==> src/rtl/plvc_pkg.sv <==
// Shared types, breakpoint tables and datapath constants of the voltage correction block.
package plvc_pkg;

  // Breakpoint table geometry.
  localparam int NUM_POINTS = 8;
  localparam int LAST       = NUM_POINTS - 1;
  localparam int IDX_W      = $clog2(NUM_POINTS);
  localparam int V_W        = 16;
  localparam int GAIN_W     = 10;

  // Datapath widths: multiplicand, reciprocal, numerator factor, divisor, quotient.
  localparam int A_W   = 26;
  localparam int K_W   = 31;
  localparam int B_W   = 16;
  localparam int D_W   = 26;
  localparam int Q_W   = 16;
  localparam int N_W   = A_W + B_W;
  localparam int M_W   = A_W + K_W;
  localparam int FRAC  = 26;

  // Depth of the queue between front and back.
  localparam int QUEUE_DEPTH = 4;
  localparam int QPTR_W      = $clog2(QUEUE_DEPTH);
  localparam int QCNT_W      = $clog2(QUEUE_DEPTH + 1);

  // Result region codes.
  localparam logic [1:0] REGION_EXACT  = 2'd0;
  localparam logic [1:0] REGION_INTERP = 2'd1;
  localparam logic [1:0] REGION_EXTRAP = 2'd2;

  // Breakpoints, input mV to output mV.
  localparam logic [V_W-1:0] BP_IN [NUM_POINTS] = '{
    16'd0, 16'd12, 16'd291, 16'd3200, 16'd5313, 16'd14342, 16'd25801, 16'd32809
  };
  localparam logic [V_W-1:0] BP_OUT [NUM_POINTS] = '{
    16'd0, 16'd300, 16'd580, 16'd3200, 16'd5212, 16'd13790, 16'd24460, 16'd30950
  };

  // Per segment: width, rise, and floor(rise * 2^FRAC / width).
  // The entry after the last segment is never selected for interpolation.
  localparam logic [D_W-1:0] SEG_DX [NUM_POINTS] = '{
    26'd12, 26'd279, 26'd2909, 26'd2113, 26'd9029, 26'd11459, 26'd7008, 26'd1
  };
  localparam logic [B_W-1:0] SEG_DY [NUM_POINTS] = '{
    16'd300, 16'd280, 16'd2620, 16'd2012, 16'd8578, 16'd10670, 16'd6490, 16'd0
  };
  localparam logic [K_W-1:0] SEG_K [NUM_POINTS] = '{
    31'd1677721600, 31'd67349397, 31'd60441809, 31'd63901104,
    31'd63756765, 31'd62488138, 31'd62148477, 31'd0
  };

  // Extrapolation: divisor 1000 * last input and floor(last_out * 2^FRAC / divisor).
  localparam logic [D_W-1:0] EXT_DIV = 26'd32809000;
  localparam logic [K_W-1:0] EXT_K   = 31'd63306;

  // How the back part must treat a word.
  typedef enum logic [1:0] {
    KIND_EXACT,
    KIND_INTERP,
    KIND_EXTRAP,
    KIND_PASS
  } kind_t;

  // Classified word passed from the front through the queue.
  typedef struct packed {
    logic [V_W-1:0]   v;
    kind_t            kind;
    logic [IDX_W-1:0] idx;
  } item_t;

  // Queue status seen by the front.
  typedef struct packed {
    logic full;
  } queue_status_t;

endpackage

==> src/rtl/plvc_front.sv <==
// Front part: accepts input words and classifies them against the breakpoint table.
module plvc_front import plvc_pkg::*; (
  input  logic           clk,
  input  logic           rst,
  input  logic           in_valid,
  output logic           in_stall,
  input  logic [V_W-1:0] voltage_mv,
  input  queue_status_t  qstat,
  output logic           push,
  output item_t          push_item
);

  logic             valid;
  item_t            item;
  item_t            item_next;
  logic             eq_found;
  logic [IDX_W-1:0] eq_idx;
  logic             lt_found;
  logic [IDX_W-1:0] lt_idx;
  logic             load;

  // The held word moves on whenever the queue has room.
  assign push     = valid && !qstat.full;
  assign load     = !valid || !qstat.full;
  assign in_stall = !load;

  // Lowest exact match and the first breakpoint above the input.
  always_comb begin
    eq_found = 1'b0;
    eq_idx   = '0;
    lt_found = 1'b0;
    lt_idx   = '0;
    for (int i = NUM_POINTS - 1; i >= 0; i--) begin
      if (voltage_mv == BP_IN[i]) begin
        eq_found = 1'b1;
        eq_idx   = IDX_W'(i);
      end
    end
    for (int i = NUM_POINTS - 1; i >= 1; i--) begin
      if (voltage_mv < BP_IN[i]) begin
        lt_found = 1'b1;
        lt_idx   = IDX_W'(i - 1);
      end
    end
  end

  // Classification in the same priority as the correction rules.
  always_comb begin
    item_next.v    = voltage_mv;
    item_next.kind = KIND_PASS;
    item_next.idx  = '0;
    if (eq_found) begin
      item_next.kind = KIND_EXACT;
      item_next.idx  = eq_idx;
    end else if (lt_found) begin
      item_next.kind = KIND_INTERP;
      item_next.idx  = lt_idx;
    end else if (voltage_mv > BP_IN[LAST]) begin
      item_next.kind = KIND_EXTRAP;
    end
  end

  // Holding register for the classified word.
  always_ff @(posedge clk) begin
    if (rst) begin
      valid <= 1'b0;
    end else if (load) begin
      valid <= in_valid;
    end
  end

  always_ff @(posedge clk) begin
    if (load && in_valid) begin
      item <= item_next;
    end
  end

  assign push_item = item;

endmodule

==> src/rtl/plvc_queue.sv <==
// Short queue of classified words between the front and the back part.
module plvc_queue import plvc_pkg::*; (
  input  logic          clk,
  input  logic          rst,
  input  logic          push,
  input  item_t         push_item,
  output queue_status_t qstat,
  input  logic          pop,
  output logic          pop_valid,
  output item_t         pop_item
);

  item_t             entries [QUEUE_DEPTH];
  logic [QPTR_W-1:0] wr_ptr;
  logic [QPTR_W-1:0] rd_ptr;
  logic [QCNT_W-1:0] count;

  assign qstat.full = (count == QCNT_W'(QUEUE_DEPTH));
  assign pop_valid  = (count != '0);
  assign pop_item   = entries[rd_ptr];

  // Pointers and fill count.
  always_ff @(posedge clk) begin
    if (rst) begin
      wr_ptr <= '0;
      rd_ptr <= '0;
      count  <= '0;
    end else begin
      if (push) begin
        wr_ptr <= wr_ptr + 1'b1;
      end
      if (pop) begin
        rd_ptr <= rd_ptr + 1'b1;
      end
      case ({push, pop})
        2'b10:   count <= count + 1'b1;
        2'b01:   count <= count - 1'b1;
        default: count <= count;
      endcase
    end
  end

  // Storage.
  always_ff @(posedge clk) begin
    if (push) begin
      entries[wr_ptr] <= push_item;
    end
  end

  a_count_bound: assert property (@(posedge clk) disable iff (rst)
    count <= QCNT_W'(QUEUE_DEPTH))
    else $error("queue fill count beyond depth");

  a_no_overflow: assert property (@(posedge clk) disable iff (rst)
    !(push && qstat.full && !pop))
    else $error("word written into a full queue");

  a_no_underflow: assert property (@(posedge clk) disable iff (rst)
    pop |-> pop_valid)
    else $error("word taken from an empty queue");

endmodule

==> src/rtl/plvc_back.sv <==
// Back part: pipelined interpolation and extrapolation with reciprocal division.
module plvc_back import plvc_pkg::*; (
  input  logic              clk,
  input  logic              rst,
  input  logic [GAIN_W-1:0] gain,
  input  logic              pop_valid,
  input  item_t             pop_item,
  output logic              pop,
  output logic              out_valid,
  input  logic              out_stall,
  output logic [V_W-1:0]    corrected_mv,
  output logic [1:0]        region
);

  // Stage enables, from the output backwards.
  logic en1;
  logic en2;
  logic en3;
  logic en_out;

  // Stage 1: operands.
  logic           v1;
  logic [A_W-1:0] s1_a;
  logic [B_W-1:0] s1_b;
  logic [K_W-1:0] s1_k;
  logic [D_W-1:0] s1_d;
  logic [V_W-1:0] s1_y0;
  logic [1:0]     s1_region;
  logic [A_W-1:0] s1_a_next;
  logic [B_W-1:0] s1_b_next;
  logic [K_W-1:0] s1_k_next;
  logic [D_W-1:0] s1_d_next;
  logic [V_W-1:0] s1_y0_next;
  logic [1:0]     s1_region_next;
  logic [V_W-1:0] diff_lo;
  logic [V_W-1:0] diff_hi;

  // Stage 2: quotient estimate and exact numerator.
  logic           v2;
  logic [Q_W-1:0] s2_q;
  logic [N_W-1:0] s2_n;
  logic [D_W-1:0] s2_d;
  logic [V_W-1:0] s2_y0;
  logic [1:0]     s2_region;
  logic [M_W-1:0] est;

  // Stage 3: estimate times divisor.
  logic           v3;
  logic [Q_W-1:0] s3_q;
  logic [N_W-1:0] s3_n;
  logic [N_W-1:0] s3_qd;
  logic [D_W-1:0] s3_d;
  logic [V_W-1:0] s3_y0;
  logic [1:0]     s3_region;

  // Final correction and saturation.
  logic [N_W-1:0] rem;
  logic           bump;
  logic [V_W:0]   sum;

  assign en_out = !out_valid || !out_stall;
  assign en3    = !v3 || en_out;
  assign en2    = !v2 || en3;
  assign en1    = !v1 || en2;
  assign pop    = pop_valid && en1;

  // Operand selection; an exact match or pass-through has a zero quotient.
  always_comb begin
    diff_lo        = pop_item.v - BP_IN[pop_item.idx];
    diff_hi        = pop_item.v - BP_IN[LAST];
    s1_a_next      = '0;
    s1_b_next      = '0;
    s1_k_next      = '0;
    s1_d_next      = D_W'(1);
    s1_y0_next     = pop_item.v;
    s1_region_next = REGION_INTERP;
    case (pop_item.kind)
      KIND_EXACT: begin
        s1_y0_next     = BP_OUT[pop_item.idx];
        s1_region_next = REGION_EXACT;
      end
      KIND_INTERP: begin
        s1_a_next  = A_W'(diff_lo);
        s1_b_next  = SEG_DY[pop_item.idx];
        s1_k_next  = SEG_K[pop_item.idx];
        s1_d_next  = SEG_DX[pop_item.idx];
        s1_y0_next = BP_OUT[pop_item.idx];
      end
      KIND_EXTRAP: begin
        s1_a_next      = A_W'(diff_hi) * A_W'(gain);
        s1_b_next      = BP_OUT[LAST];
        s1_k_next      = EXT_K;
        s1_d_next      = EXT_DIV;
        s1_y0_next     = BP_OUT[LAST];
        s1_region_next = REGION_EXTRAP;
      end
      default: begin
        s1_y0_next = pop_item.v;
      end
    endcase
  end

  assign est = M_W'(s1_a) * M_W'(s1_k);

  // Valid bits of the pipeline.
  always_ff @(posedge clk) begin
    if (rst) begin
      v1        <= 1'b0;
      v2        <= 1'b0;
      v3        <= 1'b0;
      out_valid <= 1'b0;
    end else begin
      if (en1) begin
        v1 <= pop_valid;
      end
      if (en2) begin
        v2 <= v1;
      end
      if (en3) begin
        v3 <= v2;
      end
      if (en_out) begin
        out_valid <= v3;
      end
    end
  end

  // Payload registers of the pipeline.
  always_ff @(posedge clk) begin
    if (en1) begin
      s1_a      <= s1_a_next;
      s1_b      <= s1_b_next;
      s1_k      <= s1_k_next;
      s1_d      <= s1_d_next;
      s1_y0     <= s1_y0_next;
      s1_region <= s1_region_next;
    end
    if (en2) begin
      s2_q      <= est[FRAC +: Q_W];
      s2_n      <= N_W'(s1_a) * N_W'(s1_b);
      s2_d      <= s1_d;
      s2_y0     <= s1_y0;
      s2_region <= s1_region;
    end
    if (en3) begin
      s3_q      <= s2_q;
      s3_n      <= s2_n;
      s3_qd     <= N_W'(s2_q) * N_W'(s2_d);
      s3_d      <= s2_d;
      s3_y0     <= s2_y0;
      s3_region <= s2_region;
    end
    if (en_out) begin
      corrected_mv <= sum[V_W] ? {V_W{1'b1}} : sum[V_W-1:0];
      region       <= s3_region;
    end
  end

  // The estimate is low by at most one; one compare settles it.
  assign rem  = s3_n - s3_qd;
  assign bump = (rem >= N_W'(s3_d));
  assign sum  = (V_W+1)'(s3_y0) + (V_W+1)'(s3_q) + (V_W+1)'(bump);

  a_rem_nonneg: assert property (@(posedge clk) disable iff (rst)
    v3 |-> s3_n >= s3_qd)
    else $error("quotient estimate above the true quotient");

  a_rem_bound: assert property (@(posedge clk) disable iff (rst)
    v3 |-> rem < (N_W'(s3_d) << 1))
    else $error("quotient estimate more than one below the true quotient");

  a_stage_hold: assert property (@(posedge clk) disable iff (rst)
    v3 && !en3 |=> v3 && $stable(s3_n) && $stable(s3_q))
    else $error("blocked stage lost or changed its word");

endmodule

==> src/rtl/piecewise_linear_voltage_correction.sv <==
// Top level of the piecewise-linear voltage correction block.
//
//   Channel  Handshake            Payload
//   input    in_valid / in_stall  voltage_mv[15:0]
//   output   out_valid / out_stall corrected_mv[15:0], region[1:0]
//   config   cfg_wr_en            cfg_wr_data[9:0] (extrapolation gain, per mille)
//
// One word is accepted every cycle while in_stall is low; the multiply-by-reciprocal pipeline sustains that.
// From acceptance to result a word passes the front register, the queue,
// three arithmetic stages and the output register.
// Reset clears all valid state and sets the gain to 100; no clearing pass is needed.
// A stall on the output fills the back pipeline and then the four-word queue before
// in_stall rises; the front keeps taking words while the queue has room.
module piecewise_linear_voltage_correction import plvc_pkg::*; (
  input  logic              clk,
  input  logic              rst,
  input  logic              in_valid,
  output logic              in_stall,
  input  logic [V_W-1:0]    voltage_mv,
  output logic              out_valid,
  input  logic              out_stall,
  output logic [V_W-1:0]    corrected_mv,
  output logic [1:0]        region,
  input  logic              cfg_wr_en,
  input  logic [GAIN_W-1:0] cfg_wr_data
);

  logic [GAIN_W-1:0] gain;
  queue_status_t     qstat;
  logic              push;
  item_t             push_item;
  logic              pop;
  logic              pop_valid;
  item_t             pop_item;

  // Extrapolation gain register.
  always_ff @(posedge clk) begin
    if (rst) begin
      gain <= GAIN_W'(100);
    end else if (cfg_wr_en) begin
      gain <= cfg_wr_data;
    end
  end

  plvc_front u_front (
    .clk        (clk),
    .rst        (rst),
    .in_valid   (in_valid),
    .in_stall   (in_stall),
    .voltage_mv (voltage_mv),
    .qstat      (qstat),
    .push       (push),
    .push_item  (push_item)
  );

  plvc_queue u_queue (
    .clk       (clk),
    .rst       (rst),
    .push      (push),
    .push_item (push_item),
    .qstat     (qstat),
    .pop       (pop),
    .pop_valid (pop_valid),
    .pop_item  (pop_item)
  );

  plvc_back u_back (
    .clk          (clk),
    .rst          (rst),
    .gain         (gain),
    .pop_valid    (pop_valid),
    .pop_item     (pop_item),
    .pop          (pop),
    .out_valid    (out_valid),
    .out_stall    (out_stall),
    .corrected_mv (corrected_mv),
    .region       (region)
  );

endmodule
==> config.mk <==
export PLATFORM = sky130hd
export DESIGN_NAME = piecewise_linear_voltage_correction
export DESIGN_NICKNAME = d
export VERILOG_FILES = /design/src/rtl/plvc_pkg.sv /design/src/rtl/plvc_front.sv /design/src/rtl/plvc_queue.sv /design/src/rtl/plvc_back.sv /design/src/rtl/piecewise_linear_voltage_correction.sv
export SDC_FILE = /design/constraint.sdc
export NUM_CORES = 2
export LEC_CHECK = 0
export ABC_CLOCK_PERIOD_IN_PS = 21900
export BUFFER_PORTS_ARGS = -buffer_cell sky130_fd_sc_hd__buf_2
export CORE_MARGIN = 1
export CORE_UTILIZATION = 65
export CTS_CLUSTER_SIZE = 28
export DETAILED_ROUTE_END_ITERATION = 7
export PLACE_DENSITY = 0.81
export SLEW_MARGIN = 10
export SYNTH_ARGS = -nofsm -noshare
export SYNTH_HDL_FRONTEND = slang
export SYNTH_SLANG_ARGS = --single-unit
==> constraint.sdc <==
create_clock -name clk -period 21.9 [get_ports clk]
set_input_delay 2.19 -clock clk [delete_from_list [all_inputs] [get_ports clk]]
set_output_delay 2.19 -clock clk [all_outputs]
set_load 0.05 [all_outputs]
==> out/summary.log <==
INFO  outcome        outcome=finished, final reports clean
INFO  sta            worst_skew=0.0521ns
INFO  placed_design  gpl.final_weighted_congestion=0.924
INFO  floorplanning  die-area=105,000µm²
INFO  drt            antenna_violating_nets_post_route=0
INFO  grt            grt_max_degree=74
INFO  clock_network  postCtsHoldBufs=0
INFO  clock_network  htreeDepth=2
INFO  grt            initial_antenna_violation_count=7
INFO  sta            period_needed=9.69ns
INFO  drt            routed_wirelength=168mm
INFO  logic_synthesis ys_warn_count=0
INFO  sta            fin_tns_setup=0ns
INFO  power_and_ir_drop leakage=35.8nW
INFO  placed_design  number_of_port_buffers=50
INFO  drt            drcViolationCount=0
INFO  placed_design  preCtsSetupSlack=12.26ns
INFO  setup_path     timing.critical_path.depth=32
INFO  sta            max_slew.worst_pin.slew=1.30ns
INFO  final_layout   mostFrequentLayoutCells=sky130_fd_sc_hd__inv_1 (1,543), sky130_fd_sc_hd__fa_1 (1,216), sky130_fd_sc_hd__nand2_1 (805), sky130_fd_sc_hd__and2_1 (626), sky130_fd_sc_hd__ha_1 (621)
INFO  drt            detailroute.via_count=47,000
INFO  logic_synthesis ys_seq_area_frac=0.200
INFO  setup_path     timing.critical_path.to_type=register
INFO  setup_path     reg2reg_slack=12.21ns
INFO  clock_network  max_root_sink_buffers=3
INFO  setup_path     crit_path_end=u_back.s1_a[25]
INFO  floorplanning  io-pin-count=51
INFO  setup_path     critical_path_required=22.27ns
INFO  final_layout   syn_to_final_growth=4.59%
INFO  setup_path     path_class=register to register
INFO  placed_design  post-place-cells=7,999
INFO  sta            finalSetupViolCount=0
INFO  clock_network  cts_resized=0
INFO  final_layout   final_net_count=8,546
INFO  setup_path     setup.worst_path.start_class=register
INFO  drt            via_per_inst=5.81
INFO  clock_network  post_cts.repair.setup_buffers=0
INFO  drt            routed_wire_length_per_instance=20.8µm
INFO  grt            grt_pass1_vias=50,400
INFO  power_and_ir_drop worst_ir_drop_vdd=0.000352V
INFO  floorplanning  chipWidth=324µm
INFO  sta            finalCritPeriodShare=0.443
INFO  floorplanning  num_rows=117
INFO  logic_synthesis synth_cells=6,764
INFO  run            cap_viol_max_count=0
INFO  logic_synthesis post_synth_num_cell_types=74
INFO  logic_synthesis synth_ff_type=sky130_fd_sc_hd__edfxtp_1
INFO  setup_path     critical_path.slowest_cell=sky130_fd_sc_hd__a2111oi_0
INFO  clock_network  number_of_buffers_inserted_during_clock_tree_synthesis=45
INFO  logic_synthesis synth_area=67,500µm²
INFO  clock_network  clock_latency=0.63ns
INFO  clock_network  cts.sink_count=457
INFO  floorplanning  floorplan.initialDensity=0.660
INFO  logic_synthesis synth.ff_latch_count=457
INFO  clock_network  cts_tree=built
INFO  power_and_ir_drop power_density=118nW/µm²
INFO  final_layout   multi_input_comb_area=47,300µm²
INFO  sta            slew_viol_final=0
INFO  clock_network  cts.reportedPaths.clkPinSlew=0.07ns
INFO  final_layout   layout.cells.non_filler=8,085
INFO  setup_path     worst_path_dominant_cell_family=adder cells
INFO  sta            timing.max_slew.rel_slack=0.134
INFO  floorplanning  coreArea=102,000µm²
INFO  setup_path     worstReg2RegEnd=u_back.s1_a[25]
INFO  final_layout   layout_commonest_cell=sky130_fd_sc_hd__inv_1
INFO  setup_path     ff2ff_path_depth=32
INFO  final_layout   final_layout_size_suffix_gt1_frac=0.0350
INFO  final_layout   regArea=13,500µm²
INFO  final_layout   fin_area=70,600µm²
INFO  sta            timing.final.hold_violations=0
INFO  sta            final.hold.worst_slack=0.409ns
INFO  drt            drt_iter0_markers=3,913
INFO  sta            achievable-frequency=103MHz
INFO  sta            unrepaired_setup_endpoints_after_global_routing=no
INFO  logic_synthesis synth_edf_count=433
INFO  placed_design  place_hpwl=129mm
INFO  floorplanning  die_y=324µm
INFO  setup_path     critPathArrivalTime=10.06ns
INFO  setup_path     worstPathMaxFanout=21
INFO  clock_network  clock_tree.root_cell=sky130_fd_sc_hd__clkbuf_16
INFO  logic_synthesis synth_fp_nets=8,632
INFO  sta            fin_ws=12.21ns
INFO  setup_path     worstPathBufferInverterCount=6
INFO  setup_path     slowest_delay=0.81ns
INFO  grt            first_pass_grt_wire_length=270mm
INFO  placed_design  place_area=69,100µm²
INFO  final_layout   number_of_fillers_in_the_final_layout=7,434
INFO  logic_synthesis avgSynthCellArea=9.98µm²
INFO  grt            grt_overflow=0
INFO  grt            grt_util_all_layers=0.335
INFO  logic_synthesis ys_async_sr_fraction=0
INFO  drt            drtPass1Iterations=5
INFO  hold_path      timing.hold.worst.class=register to register
sequential cells by signal, indices dropped and copies added, names as in the netlist, 14 cells and up, named ones only:
register and count:
u_back.corrected_mv 16, u_back.s1_a 26, u_back.s1_d 14, u_back.s1_k 22
u_back.s1_y0 16, u_back.s2_d 14, u_back.s2_n 41, u_back.s2_q 16
u_back.s2_y0 16, u_back.s3_d 14, u_back.s3_n 41, u_back.s3_q 16
u_back.s3_qd 42, u_back.s3_y0 16, u_front.push_item 21, u_queue.entries 84
logic make-up (layout without fill, tap and decap cells):
logic type               Yosys count  count (layout)  share of synthesized area
AND/OR/NAND/NOR                 1859            1859                      0.135
buffers and inverters           1796            1746                      0.100
XOR/XNOR                         196             196                     0.0257
flip-flops                       457             457                      0.200
adder cells (fa/ha/maj)         1837            1837                      0.476
AO/OA/AOI/OAI                    584             584                     0.0550
other                              0               3                          0
multiplexers                      35              35                    0.00910
synthesized netlist by cell type, types with 4 or more instances:
master,count,area share
sky130_fd_sc_hd__nand3_1,48,0.0036
sky130_fd_sc_hd__and3_1,19,0.0018
sky130_fd_sc_hd__o41ai_1,4,0.00052
sky130_fd_sc_hd__xnor2_1,133,0.017
sky130_fd_sc_hd__ha_1,621,0.12
sky130_fd_sc_hd__nand2b_1,35,0.0032
sky130_fd_sc_hd__or2_2,5,0.00046
sky130_fd_sc_hd__a31oi_1,18,0.0017
sky130_fd_sc_hd__mux2i_1,13,0.0019
sky130_fd_sc_hd__a211oi_1,20,0.0022
sky130_fd_sc_hd__o21ai_0,125,0.0093
sky130_fd_sc_hd__nor3_1,41,0.0030
sky130_fd_sc_hd__dfxtp_1,24,0.0071
sky130_fd_sc_hd__nor2_1,178,0.0099
sky130_fd_sc_hd__a22oi_1,4,0.00044
sky130_fd_sc_hd__o21bai_1,21,0.0023
sky130_fd_sc_hd__fa_1,1216,0.36
sky130_fd_sc_hd__mux4_2,21,0.0070
sky130_fd_sc_hd__clkbuf_1,245,0.014
sky130_fd_sc_hd__nand2_1,806,0.045
sky130_fd_sc_hd__and4_1,4,0.00052
sky130_fd_sc_hd__nor4_1,11,0.0010
sky130_fd_sc_hd__o2111ai_1,4,0.00052
sky130_fd_sc_hd__nand3b_1,6,0.00067
sky130_fd_sc_hd__a21boi_0,8,0.00089
sky130_fd_sc_hd__o31ai_1,11,0.0012
sky130_fd_sc_hd__a211o_1,12,0.0016
sky130_fd_sc_hd__nand4_1,15,0.0014
sky130_fd_sc_hd__o31a_1,8,0.0010
sky130_fd_sc_hd__edfxtp_1,433,0.19
sky130_fd_sc_hd__o22ai_1,11,0.0010
sky130_fd_sc_hd__a31o_2,5,0.00065
sky130_fd_sc_hd__o211ai_1,9,0.0010
sky130_fd_sc_hd__a2111oi_0,6,0.00078
sky130_fd_sc_hd__a21oi_1,175,0.013
sky130_fd_sc_hd__and2_1,626,0.058
sky130_fd_sc_hd__buf_1,5,0.00028
sky130_fd_sc_hd__inv_1,1544,0.086
sky130_fd_sc_hd__o21a_1,32,0.0036
sky130_fd_sc_hd__or3_1,14,0.0013
sky130_fd_sc_hd__nor2b_1,39,0.0036
sky130_fd_sc_hd__a21o_1,79,0.0088
sky130_fd_sc_hd__xor2_1,61,0.0079
per-layer routing:
layer / share of wire / vias to the layer above / routed length (µm) / global-route usage
met5: 0.00024 / - / 41 / 0
met4: 0.045 / 6 / 7530 / 0.139
met3: 0.099 / 495 / 16600 / 0.0663
met2: 0.48 / 2385 / 80100 / 0.551
met1: 0.38 / 23500 / 63600 / 0.438
li1: - / 20600 / - / -
per-stage QoR:
step,util,power (mW)
finish,0.690,8.33
global route,0.690,9.16
CTS,0.690,8.27
detailed placement,0.675,7.40
global placement,0.675,7.25
floorplan,-,5.80
report_power, final:
part | leakage [nW] | switching [mW] | total (mW) | internal, mW
combinational | 30.0 | 3.70 | 6.02 | 2.32
sequential | 5.05 | 0.221 | 1.49 | 1.27
clock | 0.755 | 0.365 | 0.817 | 0.452
how the worst min path moves through the flow:
stage	start	end	cells after the start
final	u_back.s1_y0[0]	u_back.s2_y0[0]	0
after global routing	u_back.s2_y0[8]	u_back.s3_y0[8]	0
after CTS	u_back.s1_y0[13]	u_back.s2_y0[13]	0
after detailed placement	u_back.s1_y0[14]	u_back.s2_y0[14]	0
after global placement	u_back.s1_d[4]	u_back.s2_d[4]	0
after floorplan	u_back.s3_region[0]	u_back.region[0]	0
cell type report:
type | instances | area share
Antenna cell | 3 | 0.000106
Timing Repair Buffer | 118 | 0.0108
Multi-Input combinational cell | 4511 | 0.670
Inverter | 1545 | 0.0822
Sequential cell | 457 | 0.191
Clock inverter | 30 | 0.00542
Clock buffer | 53 | 0.0165
Tap cell | 1368 | 0.0242
Power figures use the tool's default switching activity.
